$ cat src/rtl/gsbp_pkg.sv
// Package: shared constants, types and helpers of the gselect predictor.
`timescale 1ns / 1ps

package gsbp_pkg;

  // Default sizing of the predictor.
  localparam int PC_BITS_MAX_DEF   = 8;
  localparam int HIST_BITS_MAX_DEF = 4;
  localparam int COUNT_WIDTH_DEF   = 32;

  // Fixed field widths.
  localparam int ADDR_IN_W   = 64;
  localparam int TOTAL_W     = 32;
  localparam int PC_CFG_W    = 4;
  localparam int HIST_CFG_W  = 3;
  localparam int CFG_IDX_W   = 2;
  localparam int CFG_DATA_W  = 4;

  // Register reset values.
  localparam logic [PC_CFG_W-1:0]   PC_BITS_RST   = 4'd8;
  localparam logic [HIST_CFG_W-1:0] HIST_BITS_RST = 3'd4;

  // Depth of the queue between front and back end.
  localparam int QUEUE_DEPTH = 2;

  // 2-bit counter codes.
  typedef logic [1:0] ctr_t;
  localparam ctr_t CTR_MIN     = 2'd0;
  localparam ctr_t CTR_WEAK_NT = 2'd1;
  localparam ctr_t CTR_MAX     = 2'd3;

  typedef enum logic [CFG_IDX_W-1:0] {
    CFG_PC_BITS   = 2'd0,
    CFG_HIST_BITS = 2'd1
  } cfg_idx_e;

  typedef enum logic [1:0] {
    BK_CLEAR,
    BK_IDLE,
    BK_UPDATE
  } bk_state_e;

  // Status from back end to front end.
  typedef struct packed {
    logic clear_busy;
  } bk_status_t;

  // Move a counter one step toward the outcome, saturating.
  function automatic ctr_t ctr_step(ctr_t c, logic t);
    ctr_t r;
    r = c;
    if (t) begin
      if (c != CTR_MAX) r = c + 2'd1;
    end else begin
      if (c != CTR_MIN) r = c - 2'd1;
    end
    return r;
  endfunction

endpackage

$ cat src/rtl/gsbp_fifo.sv
// Short queue between front end and back end.
`timescale 1ns / 1ps

module gsbp_fifo #(
  parameter int WIDTH = 13,
  parameter int DEPTH = 2
) (
  input  logic             clk_i,
  input  logic             rst_ni,
  input  logic             push_i,
  input  logic [WIDTH-1:0] data_i,
  output logic             full_o,
  input  logic             pop_i,
  output logic             valid_o,
  output logic [WIDTH-1:0] data_o
);
  import gsbp_pkg::*;

  localparam int PTR_W = (DEPTH > 1) ? $clog2(DEPTH) : 1;
  localparam int CNT_W = $clog2(DEPTH + 1);

  logic [WIDTH-1:0] slot_q [DEPTH];
  logic [PTR_W-1:0] wr_ptr_q, wr_ptr_d, rd_ptr_q, rd_ptr_d;
  logic [CNT_W-1:0] cnt_q, cnt_d;
  logic             do_push, do_pop;

  assign full_o  = (cnt_q == CNT_W'(DEPTH));
  assign valid_o = (cnt_q != '0);
  assign data_o  = slot_q[rd_ptr_q];
  assign do_push = push_i && !full_o;
  assign do_pop  = pop_i && valid_o;

  always_comb begin
    wr_ptr_d = wr_ptr_q;
    rd_ptr_d = rd_ptr_q;
    cnt_d    = cnt_q;
    if (do_push) begin
      wr_ptr_d = (32'(wr_ptr_q) == DEPTH - 1) ? '0 : wr_ptr_q + PTR_W'(1);
    end
    if (do_pop) begin
      rd_ptr_d = (32'(rd_ptr_q) == DEPTH - 1) ? '0 : rd_ptr_q + PTR_W'(1);
    end
    if (do_push && !do_pop) begin
      cnt_d = cnt_q + CNT_W'(1);
    end else if (do_pop && !do_push) begin
      cnt_d = cnt_q - CNT_W'(1);
    end
  end

  always_ff @(posedge clk_i or negedge rst_ni) begin
    if (!rst_ni) begin
      wr_ptr_q <= '0;
      rd_ptr_q <= '0;
      cnt_q    <= '0;
    end else begin
      wr_ptr_q <= wr_ptr_d;
      rd_ptr_q <= rd_ptr_d;
      cnt_q    <= cnt_d;
    end
  end

  always_ff @(posedge clk_i) begin
    if (do_push) begin
      slot_q[wr_ptr_q] <= data_i;
    end
  end

endmodule

$ cat config.mk
export PLATFORM = sky130hd
export DESIGN_NAME = gsbp_fifo
export DESIGN_NICKNAME = d
export VERILOG_FILES = /design/src/rtl/gsbp_pkg.sv /design/src/rtl/gsbp_fifo.sv
export SDC_FILE = /design/constraint.sdc
export NUM_CORES = 1
export LEC_CHECK = 0
export BUFFER_PORTS_ARGS = -buffer_cell sky130_fd_sc_hd__buf_2
export CAP_MARGIN = 20
export CORE_MARGIN = 3
export CORE_UTILIZATION = 35
export CTS_CLUSTER_DIAMETER = 40
export CTS_CLUSTER_SIZE = 20
export DETAILED_ROUTE_END_ITERATION = 8
export HOLD_SLACK_MARGIN = 0.05
export PLACE_DENSITY = 0.57
export SETUP_SLACK_MARGIN = 0.02
export SLEW_MARGIN = 20
export SYNTH_ARGS = -nofsm -noshare
export SYNTH_HDL_FRONTEND = slang
export SYNTH_SLANG_ARGS = --single-unit
$ cat constraint.sdc
create_clock -name clk_i -period 1.5 [get_ports clk_i]
set_input_delay 0.375 -clock clk_i [delete_from_list [all_inputs] [get_ports clk_i]]
set_output_delay 0.375 -clock clk_i [all_outputs]
set_load 0.005 [all_outputs]
# Word-level counts from Yosys, hierarchy flattened
# Memories as Yosys holds them, arrays and structs flattened.
# Cells that the tools add are included.
dict set report totals {
  reg_bits 4
  ramBits 26
  input_bits 17
  out_inout_bits 15
  wordCells 24
  memories 1
}
# memory words width rd rd_ports_with_merged_regs wr line
set mem_list {}
lappend mem_list {slot_q 2 13 1 0 1 gsbp_fifo.sv:22} ;# logic [WIDTH-1:0] slot_q [DEPTH];
dict set report op_classes {
  n_addsub 4
  eq_ne 1
  muxes 6
  n_reduce_logical 9
}
# operator n
set ops {}
lappend ops {{logical AND 1 bit} 4}
lappend ops {{2-to-1 mux 1 bit} 4}
lappend ops {{2-to-1 mux 2 bit} 2}
lappend ops {{nonzero test 2 bit} 2}
lappend ops {{zero test 1 bit} 3}
lappend ops {{adder 1 bit (second input constant)} 2}
lappend ops {{adder 2 x 1 -> 2 bit (second input constant)} 1}
lappend ops {{equality test 2 bit (second input constant)} 1}
lappend ops {{subtractor 2 x 1 -> 2 bit (second input constant)} 1}

# Longest topological paths before layout
dict set report logic_depth {
  depth_word 7
  ltp_mapped 7
  ltp_nobuf 7
}

# Worst setup path before layout
# OpenSTA, ideal clock, no wires.
dict set report synth_path {
  kind {reg-to-reg}
  startpoint {reg cnt_q[0]}
  endpoint {mem slot_q[0][0] (enable)}
  setup_time_ns 0.382
  arrival_time_ns 1.201
  required_ns 1.118
  slack_ns -0.083
  path_stages_with_launch 4
  path_buffers 0
  period_less_slack_ns 1.583
  cell_sequence {dfrtp_1 -> nand2b_1 -> nand2_1 -> nor2_1}
}
dict set report synth_between {
  elab_chain_cells 5
}
# item line
set synth_rtl {}
lappend synth_rtl {{start, declared} gsbp_fifo.sv:24} ;# logic [CNT_W-1:0] cnt_q, cnt_d;
lappend synth_rtl {{start signal, assigned} gsbp_fifo.sv:58} ;# cnt_q <= cnt_d;
lappend synth_rtl {{equality test 2 bit} gsbp_fifo.sv:27} ;# assign full_o = (cnt_q == CNT_W'(DEPTH));
lappend synth_rtl {{zero test 1 bit} gsbp_fifo.sv:30} ;# assign do_push = push_i && !full_o;
lappend synth_rtl {{logical AND 1 bit} gsbp_fifo.sv:30}
lappend synth_rtl {{2-to-1 mux 1 bit} gsbp_fifo.sv:63} ;# if (do_push) begin
lappend synth_rtl {{2-to-1 mux 1 bit (not written as such)} gsbp_fifo.sv:64} ;# slot_q[wr_ptr_q] <= data_i;
lappend synth_rtl {{end, declared} gsbp_fifo.sv:22}
# Every way passes these cells.

# Worst setup path after layout
dict set report layout_path {
  startpoint {reg rd_ptr_q}
  endpoint {out data_o[9]}
}
dict set report layout_between {
  elab_chain_cells 1
}
# item line
set layout_rtl {}
lappend layout_rtl {{start, declared} gsbp_fifo.sv:23} ;# logic [PTR_W-1:0] wr_ptr_q, wr_ptr_d, rd_ptr_q, rd_ptr_d;
lappend layout_rtl {{start signal, assigned} gsbp_fifo.sv:57} ;# rd_ptr_q <= rd_ptr_d;
lappend layout_rtl {{memory read (2 x 13 bit)} --}
lappend layout_rtl {{end, declared} gsbp_fifo.sv:15} ;# output logic [WIDTH-1:0] data_o
# Every way passes these cells.

==> flow_summary.toml <==
[logic_synthesis]
synthCells = 59
synthTopCellsByArea = "edfxtp_1, mux2_2, dfrtp_1"
synth_nets = 77
synth_top_area_cell = "edfxtp_1"
synth_cell_types = 14
yosysWarnings = 0
postSynthAreaPerCell_sq_um = 19.3
yosysSeqAreaShare_pct = 77.2
synth_area_sq_um = 1140
ys_ff_latch = 30
synth_top_cell_area_share_pct = 68.4

[critical_path]
worstPathMaxFanout = 8
path_delay_family = "flip-flops"
slowest_delay_ps = 410
cp.required_ps = 1120
endpoint_kind = "output port"
crit_arrival_ps = 1310
path_class = "reg -> out"
worstPathCellList = "buf_6 -> mux2_4 -> buf_6"
r2r-start = "cnt_q[1]$_DFFE_PN0P_"
cpMaxStageDelayCell = "dfrtp_1"
crit_path_frequent_cell = "buf_6"
critPathLaunch = "rd_ptr_q$_DFFE_PN0P_"
cp-start-kind = "flop"
path_buf_inv = 2

[detailed_routing]
dr.pass1.iters = 2
routedWlPerCell_microns = 13.5
num_vias = 648
wirelength_microns = 2090
drt_iter0_drc = 11
drcViolationCount = 0
avgViaCountPerCell = 4.21
ant_nets = 0

[grt]
grt_antenna_before_repair = 0
grt_pass1_vias = 696
grt_pass1_wl_microns = 3280
grt_overflow = 0
grtUsageTotal_pct = 11.5
grt_max_degree = 14

[min_path]
hold_start = "data_i[12]"
hold_path_class = "in -> reg"

[sta]
fmax_mhz = 594
clock-skew-final_ps = 7.96
drv_slew = 0
fin_crit_ps = 1680
fin_crit_sh_pct = 112
rsz0062_at_grt = "true"
final_hold_viol_count = 0
worst_pin_slew_ps = 329
relSlewSlack_pct = 78.1
setup_viol_count_final = 14
setup_ws_ps = -182

[clock_tree]
cts_buffers = 5
root_buffer = "clkbuf_4"
cts.reportedPaths.clkPinSlew_ps = 90
htree_num_levels = 2
clock_sinks = 30
clock_latency_ps = 330
clock_path_buffers = 2
cts_tree = "done"

[flow_run]
maxCapViolations = 0

[power_and_ir_drop]
max-vdd-ir-drop_v = 0.000941
p_comb_share_pct = 46.2
intPower_uw = 2340
p_per_area_nw_per_um2 = 1920
p_sw_uw = 912
p_leak_uw = 0.000717
power_frac_seq_pct = 38.5
switching_share_pct = 28.1
clkPwrFrac_pct = 15.2
p_total_uw = 3250

[finish]
diodes = 0
nFillCells = 261
drive_above_1_share_pct = 65.5
syn_to_final_growth_pct = 48.1
layout.nets = 127

[die]
pin_count = 32
die_area_sq_um = 3980
placementRows = 20
core_sq_um = 3080
die_h_microns = 63.1
start_util_pct = 37.1
die_x_microns = 63.1

[placement]
dp_slack_ps = -13.3
dp_hpwl_microns = 1390
port-buffer-count = 31
gp_congestion = 0.620

[outcome]
violations = "negative setup slack"
status = "finished, violations left"
synth_stat cells, drive strengths merged:
master	count
and3	1
buf	1
dfrtp	4
edfxtp	26
ha	1
inv	2
mux2	13
nand2	2
nand2b	1
nor2	2
or2	1
xnor2	3
xor2	2
cell type report:
type	count	area, sq um	share of cell area [%]
clock inverters	1	5.00	0.296
clock buffers	7	55.1	3.26
inverters	2	7.51	0.444
multi-input cells	26	329	19.5
well taps	44	55.1	3.26
flip-flops and latches	30	881	52.1
repair buffers	44	358	21.2
sequential cells by signal (all words and copies together) (netlist names):
signal / cells
cnt_q: 2
slot_q: 26
wr_ptr_q: 1
rd_ptr_q: 1
placed cells by master, fill, tap and decap left out:
master	instances
nand2b_4	1
clkbuf_4	5
xor2_2	1
clkbuf_8	1
dfrtp_1	4
edfxtp_1	26
clkbuf_1	1
or2_4	1
nand2_4	1
nand2_1	1
buf_2	17
dlygate4sd3_1	1
clkinv_2	1
buf_6	18
buf_4	8
xor2_1	1
mux2_4	13
nor2_2	2
ha_4	1
xnor2_1	3
and3_2	1
inv_2	1
inv_1	1
path summary, 6_finish.rpt:
path | end | slack (ps) | depth (start not counted)
min in group asynchronous | wr_ptr_q$_DFFE_PN0N_ | 370 | 2
min reg2reg | wr_ptr_q$_DFFE_PN0N_ | 530 | 1
min | slot_q[1][12]$_DFFE_PP_ | 230 | 1
max reg2reg | cnt_q[1]$_DFFE_PN0P_ | 20 | 7
max in group asynchronous | cnt_q[0]$_DFFE_PN0P_ | 1000 | 2
max | data_o[9] | -180 | 3
stage by stage:
stage	TNS, ps	cell area (sq um)	instances	util (%)	hold slack [ps]
floorplan	0	1140	59	-	79.4
global placement	0	1400	140	45.3	184
detailed placement	-171	1400	140	45.3	189
CTS	-2640	1630	152	52.8	218
global route	-3200	1690	154	54.9	208
finish	-2420	1690	154	54.9	232
routing by layer:
layer / routed length [microns] / up-vias / global-route usage (%)
li1: - / 318 / -
met1: 859 / 305 / 13.0
met2: 1050 / 18 / 17.3
met3: 126 / 7 / 5.70
met4: 55 / 0 / 7.44
met5: 0 / - / 0
logic make-up (layout without fill, tap and decap cells):
group / after synthesis / count (layout) / synth area share [%]
flops: 30 / 30 / 77.2
mux: 13 / 13 / 12.8
simple gates: 7 / 7 / 3.40
xor+xnor: 5 / 5 / 3.84
buf+inv: 3 / 54 / 1.64
fa+ha+maj: 1 / 1 / 1.10
power groups by stage:
stage / clock (uW) / sequential, uW / combinational, uW
floorplan: 0 / 1250 / 545
finish: 495 / 1250 / 1500
detailed placement: 0 / 1250 / 958
global route: 552 / 1270 / 1610
CTS: 511 / 1240 / 1370
global placement: 0 / 1240 / 939
timing repair:
| item | CTS | global route |
|---|---|---|
| endpoints found under the hold margin | 4 | 0 |
| endpoints found under the setup margin | 28 | 16 |
| gates resized for setup | 29 | 10 |
| hold buffers | 1 | 0 |
| setup buffers | 3 | 2 |
| pin swaps | 1 | 4 |
| cloned | 0 | 0 |
(Power assumes the default switching activity.)
