--- src/rtl/gsbp_pkg.sv ---
// Package: shared constants, types and helpers of the gselect predictor.
`timescale 1ns / 1ps

package gsbp_pkg;

  // Default sizing of the predictor.
  localparam int PC_BITS_MAX_DEF   = 8;
  localparam int HIST_BITS_MAX_DEF = 4;
  localparam int COUNT_WIDTH_DEF   = 32;

  // Fixed field widths.
  localparam int ADDR_IN_W   = 64;
  localparam int TOTAL_W     = 32;
  localparam int PC_CFG_W    = 4;
  localparam int HIST_CFG_W  = 3;
  localparam int CFG_IDX_W   = 2;
  localparam int CFG_DATA_W  = 4;

  // Register reset values.
  localparam logic [PC_CFG_W-1:0]   PC_BITS_RST   = 4'd8;
  localparam logic [HIST_CFG_W-1:0] HIST_BITS_RST = 3'd4;

  // Depth of the queue between front and back end.
  localparam int QUEUE_DEPTH = 2;

  // 2-bit counter codes.
  typedef logic [1:0] ctr_t;
  localparam ctr_t CTR_MIN     = 2'd0;
  localparam ctr_t CTR_WEAK_NT = 2'd1;
  localparam ctr_t CTR_MAX     = 2'd3;

  typedef enum logic [CFG_IDX_W-1:0] {
    CFG_PC_BITS   = 2'd0,
    CFG_HIST_BITS = 2'd1
  } cfg_idx_e;

  typedef enum logic [1:0] {
    BK_CLEAR,
    BK_IDLE,
    BK_UPDATE
  } bk_state_e;

  // Status from back end to front end.
  typedef struct packed {
    logic clear_busy;
  } bk_status_t;

  // Move a counter one step toward the outcome, saturating.
  function automatic ctr_t ctr_step(ctr_t c, logic t);
    ctr_t r;
    r = c;
    if (t) begin
      if (c != CTR_MAX) r = c + 2'd1;
    end else begin
      if (c != CTR_MIN) r = c - 2'd1;
    end
    return r;
  endfunction

endpackage

--- src/rtl/gsbp_front.sv ---
// Front end: accepts branches, keeps global history, forms the table index.
`timescale 1ns / 1ps

module gsbp_front #(
  parameter int PC_BITS_MAX   = gsbp_pkg::PC_BITS_MAX_DEF,
  parameter int HIST_BITS_MAX = gsbp_pkg::HIST_BITS_MAX_DEF,
  localparam int ADDR_W       = PC_BITS_MAX + HIST_BITS_MAX
) (
  input  logic                             clk_i,
  input  logic                             rst_ni,
  input  logic                             valid_i,
  output logic                             ready_o,
  input  logic [gsbp_pkg::ADDR_IN_W-1:0]   branch_address_i,
  input  logic                             taken_i,
  input  logic [gsbp_pkg::PC_CFG_W-1:0]    pc_bits_i,
  input  logic [gsbp_pkg::HIST_CFG_W-1:0]  hist_bits_i,
  input  gsbp_pkg::bk_status_t             status_i,
  input  logic                             full_i,
  output logic                             push_o,
  output logic [ADDR_W:0]                  entry_o
);
  import gsbp_pkg::*;

  localparam int PBW = $clog2(PC_BITS_MAX + 1);
  localparam int HBW = $clog2(HIST_BITS_MAX + 1);

  logic [HIST_BITS_MAX-1:0] hist_q, hist_d;
  logic [HIST_BITS_MAX:0]   hist_ext;
  logic [HIST_BITS_MAX-1:0] hist_sel;
  logic [PBW-1:0]           pb;
  logic [HBW-1:0]           hb;
  logic [PC_BITS_MAX-1:0]   pc_field, pc_mask, pc;
  logic [ADDR_W-1:0]        idx;
  logic                     accept;

  // Clamp register widths to the legal range.
  always_comb begin
    if (pc_bits_i == '0) begin
      pb = PBW'(1);
    end else if (32'(pc_bits_i) > PC_BITS_MAX) begin
      pb = PBW'(PC_BITS_MAX);
    end else begin
      pb = PBW'(pc_bits_i);
    end
    if (hist_bits_i == '0) begin
      hb = HBW'(1);
    end else if (32'(hist_bits_i) > HIST_BITS_MAX) begin
      hb = HBW'(HIST_BITS_MAX);
    end else begin
      hb = HBW'(hist_bits_i);
    end
  end

  assign pc_field = branch_address_i[2 +: PC_BITS_MAX];
  assign pc_mask  = ~({PC_BITS_MAX{1'b1}} << pb);
  assign pc       = pc_field & pc_mask;
  assign hist_sel = hist_q >> (HBW'(HIST_BITS_MAX) - hb);
  assign idx      = (ADDR_W'(hist_sel) << pb) | ADDR_W'(pc);

  assign ready_o = !full_i && !status_i.clear_busy;
  assign accept  = valid_i && ready_o;
  assign push_o  = accept;
  assign entry_o = {idx, taken_i};

  // Newest outcome enters at the top.
  assign hist_ext = {taken_i, hist_q};
  assign hist_d   = accept ? hist_ext[HIST_BITS_MAX:1] : hist_q;

  always_ff @(posedge clk_i or negedge rst_ni) begin
    if (!rst_ni) begin
      hist_q <= '0;
    end else begin
      hist_q <= hist_d;
    end
  end

endmodule

--- config.mk ---
export PLATFORM = sky130hd
export DESIGN_NAME = gsbp_front
export DESIGN_NICKNAME = d
export VERILOG_FILES = /design/src/rtl/gsbp_pkg.sv /design/src/rtl/gsbp_front.sv
export SDC_FILE = /design/constraint.sdc
export NUM_CORES = 1
export LEC_CHECK = 0
export BUFFER_PORTS_ARGS = -buffer_cell sky130_fd_sc_hd__buf_2
export CORE_ASPECT_RATIO = 1.4
export CORE_MARGIN = 2
export CORE_UTILIZATION = 33
export DETAILED_ROUTE_END_ITERATION = 10
export GPL_TIMING_DRIVEN = 0
export PLACE_DENSITY_LB_ADDON = 0.15
export REMOVE_ABC_BUFFERS = 1
export SLEW_MARGIN = 5
export SYNTH_ARGS = -nofsm -noshare
export SYNTH_HDL_FRONTEND = slang
export SYNTH_SLANG_ARGS = --single-unit
--- constraint.sdc ---
create_clock -name clk_i -period 4 [get_ports clk_i]
set_input_delay 0.8 -clock clk_i [delete_from_list [all_inputs] [get_ports clk_i]]
set_output_delay 0.8 -clock clk_i [all_outputs]
set_load 0.02 [all_outputs]
### Word level (Yosys, flattened, before mapping)

Cells that the tools add are included.
W data, S select, Z words.

* bits in registers: 4
* input port bits: 77
* output and inout port bits: 15
* word-level logic and storage cells: 20

* $add $sub $neg: 1
* order comparisons: 2
* shift operators: 3
* muxes and demuxes: 4
* bitwise gates (word level): 3
* reduce and logical (&&, ||, !) cells: 6

Operators by type and width (number)
* $or A12 B8 Y12: 1
* $shl A4 B4 Y12: 1
* $and A8 B8 Y8: 1
* $mux W4: 2
* $not A8 Y8: 1
* $shl A8 B4 Y8 const A: 1
* $mux W3: 2
* $gt A4 B4 Y1 const B: 1
* $logic_not A4 Y1: 1
* $shr A4 B3 Y4: 1
* $gt A3 B3 Y1 const B: 1
* $logic_not A3 Y1: 1
* $sub A3 B3 Y3 const A: 1
* $logic_and A1 B1 Y1: 2
* $logic_not A1 Y1: 2

### Logic depth before layout (Yosys ltp)

Gate-level depths: netlist of run 1.

* word-level depth: 7
* mapped depth: 5
* mapped depth without buffers: 4

### Least setup slack after synthesis of run 1

No wires, ideal clock.

* kind: input to output
* start: input hist_bits_i[2] (netlist name)
* end: output entry_o[3]
* arrival time: 1.870 ns
* required time: 3.200 ns
* slack: 1.330 ns
* cell stages on the path: 5
* buffers on the path: 1
* cells stage by stage: buf_6 -> nand4b_1 -> a221oi_2 -> a31oi_1 -> a31oi_1

* cells in the longest elaborated chain, start to end: 7
* elaborated cells on any way between the ends: 8
* those cells by class: add/sub: 1; order compare: 1; shift: 2; mux: 2; bitwise: 1; reduce/logical: 1

RTL lines
* start, declared: RTL line gsbp_front.sv:16 `input logic [gsbp_pkg::HIST_CFG_W-1:0] hist_bits_i,`
* $gt A3 B3 Y1: RTL line gsbp_front.sv:47 `end else if (32'(hist_bits_i) > HIST_BITS_MAX) begin`
* $mux W3: RTL line gsbp_front.sv:47
* $mux W3 (*): RTL line gsbp_front.sv:45 `if (hist_bits_i == '0) begin`
* $sub A3 B3 Y3 (*): RTL line gsbp_front.sv:57 `assign hist_sel = hist_q >> (HBW'(HIST_BITS_MAX) - hb);`
* $shr A4 B3 Y4 (*): RTL line gsbp_front.sv:57
* $shl A4 B4 Y12 (*): RTL line gsbp_front.sv:58 `assign idx = (ADDR_W'(hist_sel) << pb) | ADDR_W'(pc);`
* $or A12 B8 Y12 (*): RTL line gsbp_front.sv:58
* end, declared: RTL line gsbp_front.sv:20 `output logic [ADDR_W:0] entry_o`

Every way passes the cells marked *; elsewhere a longest branch is shown, timed or not.

### Final worst setup path of run 1

* start: input pc_bits_i[3] (netlist name)
* end: output entry_o[7]

* cells in the longest elaborated chain, start to end: 7
* elaborated cells on any way between the ends: 9
* those cells by class: order compare: 1; shift: 2; mux: 2; bitwise: 3; reduce/logical: 1

RTL lines
* start, declared: RTL line gsbp_front.sv:15 `input logic [gsbp_pkg::PC_CFG_W-1:0] pc_bits_i,`
* $gt A4 B4 Y1: RTL line gsbp_front.sv:40 `end else if (32'(pc_bits_i) > PC_BITS_MAX) begin`
* $mux W4: RTL line gsbp_front.sv:40
* $mux W4 (*): RTL line gsbp_front.sv:38 `if (pc_bits_i == '0) begin`
* $shl A8 B4 Y8: RTL line gsbp_front.sv:55 `assign pc_mask = ~({PC_BITS_MAX{1'b1}} << pb);`
* $not A8 Y8: RTL line gsbp_front.sv:55
* $and A8 B8 Y8: RTL line gsbp_front.sv:56 `assign pc = pc_field & pc_mask;`
* $or A12 B8 Y12 (*): RTL line gsbp_front.sv:58

Marks and branches as above.

==> results of run 1 <==
[cell type report]
| type | instances | area share, % |
|---|---|---|
| repair buffers | 33 | 19.9 |
| inverters | 4 | 1.81 |
| multi-input cells | 79 | 60.3 |
| well taps | 21 | 3.17 |
| clock buffers | 3 | 2.71 |
| flip-flops and latches | 4 | 12.1 |
[power breakdown]
part / switching, mW / internal, mW
Sequential: 0.0153 / 0.0554
Clock: 0.0149 / 0.0334
Combinational: 0.0880 / 0.0582
[routing by layer]
metal / share of wire, % / GRT usage [%] / routed length (µm)
met1: 43 / 17.6 / 862
met2: 50 / 30.8 / 1010
met3: 6.7 / 3.16 / 135
met4: 1.1 / 10.3 / 23
met5: 0 / 0 / 0
[synth_stat cells]
| master | instances |
|---|---|
| nand3_1 | 7 |
| buf_4 | 1 |
| nor3_1 | 4 |
| mux2i_1 | 2 |
| o21ai_1 | 3 |
| nand4_1 | 2 |
| a211oi_1 | 1 |
| o21ai_0 | 4 |
| nand4b_1 | 1 |
| a22oi_1 | 3 |
| a21oi_1 | 4 |
| and2_4 | 1 |
| a221oi_2 | 1 |
| nand2_1 | 10 |
| nor3b_2 | 1 |
| o31ai_4 | 1 |
| dfrtp_1 | 4 |
| o31ai_1 | 1 |
| inv_1 | 4 |
| buf_6 | 3 |
| nor2b_1 | 2 |
| nor2_1 | 9 |
| o211ai_1 | 3 |
| mux2_2 | 4 |
| buf_2 | 1 |
| o21bai_2 | 1 |
| o21ai_2 | 1 |
| clkbuf_1 | 2 |
| nand2b_1 | 3 |
| and2_1 | 2 |
| o22ai_1 | 1 |
| a31oi_1 | 6 |
| a21boi_0 | 1 |
| clkbuf_2 | 1 |
[through the flow]
stage | instances | hold slack (ns) | utilization, % | total power [mW] | instance area (µm²)
final | 144 | 0.365 | 42.6 | 0.265 | 830
after global routing | 144 | 0.369 | 42.6 | 0.283 | 830
after CTS | 144 | 0.357 | 42.6 | 0.268 | 830
after detailed placement | 141 | 0.501 | 41.4 | 0.216 | 807
after global placement | 141 | 0.496 | 41.4 | 0.214 | 807
after floorplan | 87 | 0.481 | - | 0.165 | 616
[worst paths after layout]
path	end	slack (ns)
worst min register to register	hist_q[0]	0.51
min in group clk_i	hist_q[0]	0.51
worst min-delay path	hist_q[2]	0.37
worst max-delay path	entry_o[7]	1.19
worst max register to register	hist_q[2]	3.16
max in group asynchronous	hist_q[0]	3.52
[cells by family after synthesis]
logic type | after synthesis | share of synthesized area [%]
AO/OA/AOI/OAI | 31 | 33.0
buffers and inverters | 12 | 10.9
flip-flops | 4 | 14.8
multiplexers | 6 | 9.65
AND/OR/NAND/NOR | 42 | 31.5
==> impl_metrics.tcl, run 1 <==
set metrics [dict create \
    status "completed" \
    setup_tns_ns 0 \
    top_regs "hist_q (4)" \
    drt_iter0_markers 20 \
    worstHoldPathType "in2async" \
    critPathBufInv 3 \
    critPathMaxFanout 19 \
    cts-resized-gates 0 \
    slowest_delay_ns 0.28 \
    ir_drop_uv 181 \
    cts_inserted_buffers 3 \
    grtUsageTotal_pct 17.0 \
    grt_pass1_vias 778 \
    fillCellCount 225 \
    cap_violations 0 \
    cp_data_arrival_time_ns 2.01 \
    vias_per_cell 5.66 \
    nets 202 \
    leakagePower_nw 0.380 \
    die_height_um 57.5 \
    cp.depth 6 \
    clkSinkCount 4 \
    dpl.hpwl_um 1580 \
    drcViolationCount 0 \
    multi_input_area_um2 500 \
    final_cell_mix "33 x buf_2, 10 x nand2_1, 9 x nor2_1, 7 x nand3_1, 6 x a31oi_1" \
    place_ws_ns 1.21 \
    relSlewSlack_pct 76.0 \
    r2r_cells 1 \
    crit_path_start_kind "primary input" \
    drtAntennaViolNets 0 \
    rsz0062_at_grt "no" \
    max-clock-path-buffers 2 \
    fin_skew_ns 0.00190 \
    min_period_over_period_pct 70.2 \
    initial_utilization_pct 34.6 \
    dieArea_mm2 0.00243 \
    seq_area_frac_synth_pct 14.8 \
    worstMarginPinSlew_ns 0.360 \
    ios 92 \
    htreeDepth 1 \
    grt_overflow_total 0 \
    drive_above_1_share_pct 37.4 \
    drtPass1Iterations 4 \
    hold_viol 0 \
    synth.top_cell.area_share_pct 14.8 \
    critPathTopFamily "buffers and inverters" \
    cts_setup_buffers 0 \
    cts-root-buf "clkbuf_4" \
    largest_reg_flops 4 \
    synth-warning-count 0 \
    min_period_ns 2.81 \
    setup_violations 0 \
    synth.avg_cell_area_um2 7.10 \
    clkLatencyLatePin_ns 0.23 \
    crit_slowest_cell "a221oi_2" \
    num_antenna_cells 0 \
    cts_tree "done" \
    top_register "hist_q" \
    place_congestion 0.845 \
    startpoint "pc_bits_i[3]" \
    synth_largest_area_cell "dfrtp_1" \
    via_count 815 \
    syn_area_um2 674 \
    required_ns 3.20 \
    ys_top_cells_by_area "dfrtp_1 15%, mux2_2 6.7%, a31oi_1 5.6%" \
    end_kind "output port" \
    synthCells 95 \
    ys_types 34 \
    wl_um 2030 \
    grt_first_pass_wirelength_um 3250 \
    crit_type "in2out" \
    antenna_found_initial 0 \
    grt_max_degree 20 \
    io_buffers 33 \
    setup_ws_ns 1.19 \
    routedWlPerCell_um 14.1 \
    row_count 19 \
    die_w_um 42.2 \
    coreArea_mm2 0.00195 \
    fmax_mhz 356 \
    reg2reg_from "hist_q[3]" \
    cts_hold_buf 0 \
    timing_max_transition_violations_final 0 \
    crit_chain "buf_2, inv_1, a221oi_2, a31oi_1, a31oi_1, buf_2" \
    path_clk_slew_ns 0.04 \
    area_growth_pct 23.0 \
    power_density_mw_per_mm2 320 \
    seq_area_um2 100 \
    synth-seq-cells 4 \
    layout_commonest_cell "buf_2" \
]
Power figures use the tool's default switching activity.
==> run 2, diff against run 1 <==
--- a/config.mk
+++ b/config.mk
@@ -8,7 +8,7 @@
 export BUFFER_PORTS_ARGS = -buffer_cell sky130_fd_sc_hd__buf_2
 export CORE_ASPECT_RATIO = 1.4
 export CORE_MARGIN = 2
-export CORE_UTILIZATION = 33
+export CORE_UTILIZATION = 31
 export DETAILED_ROUTE_END_ITERATION = 10
 export GPL_TIMING_DRIVEN = 0
 export PLACE_DENSITY_LB_ADDON = 0.15
==> constraint.sdc (replaced) <==
create_clock -name clk_i -period 2.86 [get_ports clk_i]
set_input_delay 0.572 -clock clk_i [delete_from_list [all_inputs] [get_ports clk_i]]
set_output_delay 0.572 -clock clk_i [all_outputs]
set_load 0.02 [all_outputs]
==> run 2 against run 1 <==
Effect of this change: via count grew 1.7%; count of clock-buffer cells in the layout unchanged; register-to-register slack lost 1.1 ns; global-route usage barely moved; largest cell class unchanged; largest power group unchanged.
==> impl_metrics.tcl, run 2 (synthesized netlist as in run 1, its figures left out) <==
set metrics [dict create \
    fin_area_um2 831 \
    top_register "hist_q" \
    clkSinkCount 4 \
    die_w_um 43.4 \
    io_buffers 33 \
    drtPass1Iterations 4 \
    wl_met1_um 827 \
    end_kind "output port" \
    drtAntennaViolNets 0 \
    dpl.hpwl_um 1630 \
    vias_per_cell 5.72 \
    cap_violations 0 \
    crit_type "in2out" \
    place_congestion 0.798 \
    rsz0062_at_grt "no" \
    hold_viol 0 \
    status "completed" \
    via_count 829 \
    grt_pass1_vias 760 \
    dieArea_mm2 0.00257 \
    relSlewSlack_pct 77.4 \
    coreArea_mm2 0.00213 \
    grt_first_pass_wirelength_um 3390 \
    cp_data_arrival_time_ns 1.81 \
    min_period_over_period_pct 83.3 \
    fmax_mhz 420 \
    highest-signal-layer "met4" \
    route.met2.wl_um 993 \
    power_density_mw_per_mm2 442 \
    min_period_ns 2.38 \
    initial_utilization_pct 31.7 \
    cts_hold_buf 0 \
    ir_drop_uv 247 \
    path_clk_slew_ns 0.03 \
    setup_violations 0 \
    setup_tns_ns 0 \
    grt_overflow_total 0 \
    antenna_found_initial 0 \
    wl_um 1970 \
    grt_max_degree 20 \
    layout_commonest_cell "buf_2" \
    htreeDepth 1 \
    timing_max_transition_violations_final 0 \
    row_count 20 \
    area_growth_pct 23.2 \
    final_cell_mix "33 x buf_2, 10 x nand2_1, 9 x nor2_1, 7 x nand3_1, 6 x a31oi_1" \
    leakagePower_nw 0.380 \
    grtUsageTotal_pct 17.0 \
    cts-root-buf "clkbuf_4" \
    drcViolationCount 0 \
    cts_tree "done" \
    fillCellCount 237 \
    nets 202 \
    die_height_um 59.2 \
    fin_skew_ns 0.00222 \
    routedWlPerCell_um 13.6 \
    cts_setup_buffers 0 \
    largest_reg_flops 4 \
    worstMarginPinSlew_ns 0.339 \
    wl_met3_um 137 \
    clkLatencyLatePin_ns 0.23 \
    drive_above_1_share_pct 37.4 \
    p_total_mw 0.367 \
    cts_inserted_buffers 3 \
    critPathMaxFanout 19 \
    place_area_um2 808 \
    cts-resized-gates 0 \
    top_regs "hist_q (4)" \
    ios 92 \
    crit_path_start_kind "primary input" \
    worstHoldPathType "in2async" \
    drt_iter0_markers 29 \
    required_ns 2.29 \
    max-clock-path-buffers 2 \
    finish.utilization_pct 39.1 \
    num_antenna_cells 0 \
]
[run 2: cell counts in the layout (fill, tap and decap cells not counted)]
No cell type changed its count.
[run 2: path summary, 6_finish.rpt]
kind	start	end	slack, ns	depth (start not counted)
max reg2reg	hist_q[3]	hist_q[2]	2.02	1
min reg2reg	hist_q[0]	hist_q[0]	0.50	1
max	pc_bits_i[3]	entry_o[6]	0.48	6
min	rst_ni	hist_q[1]	0.14	1
max in group asynchronous	rst_ni	hist_q[3]	2.60	1
min in group clk_i	hist_q[0]	hist_q[0]	0.50	1
[run 2: metrics by stage]
stage / cells / worst slack [ns] / hold WS, ns
4_1_cts: 145 / 0.482 / 0.133
3_3_place_gp: 142 / 0.492 / 0.381
2_1_floorplan: 87 / 0.704 / 0.276
5_1_grt: 145 / 0.355 / 0.141
6_report: 145 / 0.477 / 0.140
3_5_place_dp: 142 / 0.481 / 0.383
[run 2: cell type report]
| type | count | area [µm²] | area share, % |
|---|---|---|---|
| Sequential cell | 4 | 100 | 12.0 |
| Clock buffer | 3 | 22.5 | 2.71 |
| Timing Repair Buffer | 33 | 165 | 19.9 |
| Tap cell | 22 | 27.5 | 3.31 |
| Multi-Input combinational cell | 79 | 500 | 60.2 |
| Inverter | 4 | 15.0 | 1.81 |
[run 2: worst max-delay path, stage by stage]
cell,delay [ns]
buf_2,0.27
inv_1,0.21
and2_4,0.19
a21oi_1,0.25
o211ai_1,0.14
buf_2,0.17
[run 2: routing by layer]
metal | vias up | GRT usage [%]
met3 | 2 | 1.22
met2 | 41 | 30.1
met5 | - | 0
met4 | 0 | 7.36
met1 | 375 | 20.7
li1 | 411 | -
[run 2: power by group]
part	internal [mW]	switching, mW
combinational	0.0814	0.122
sequential	0.0774	0.0201
clock	0.0467	0.0197
total	0.206	0.162
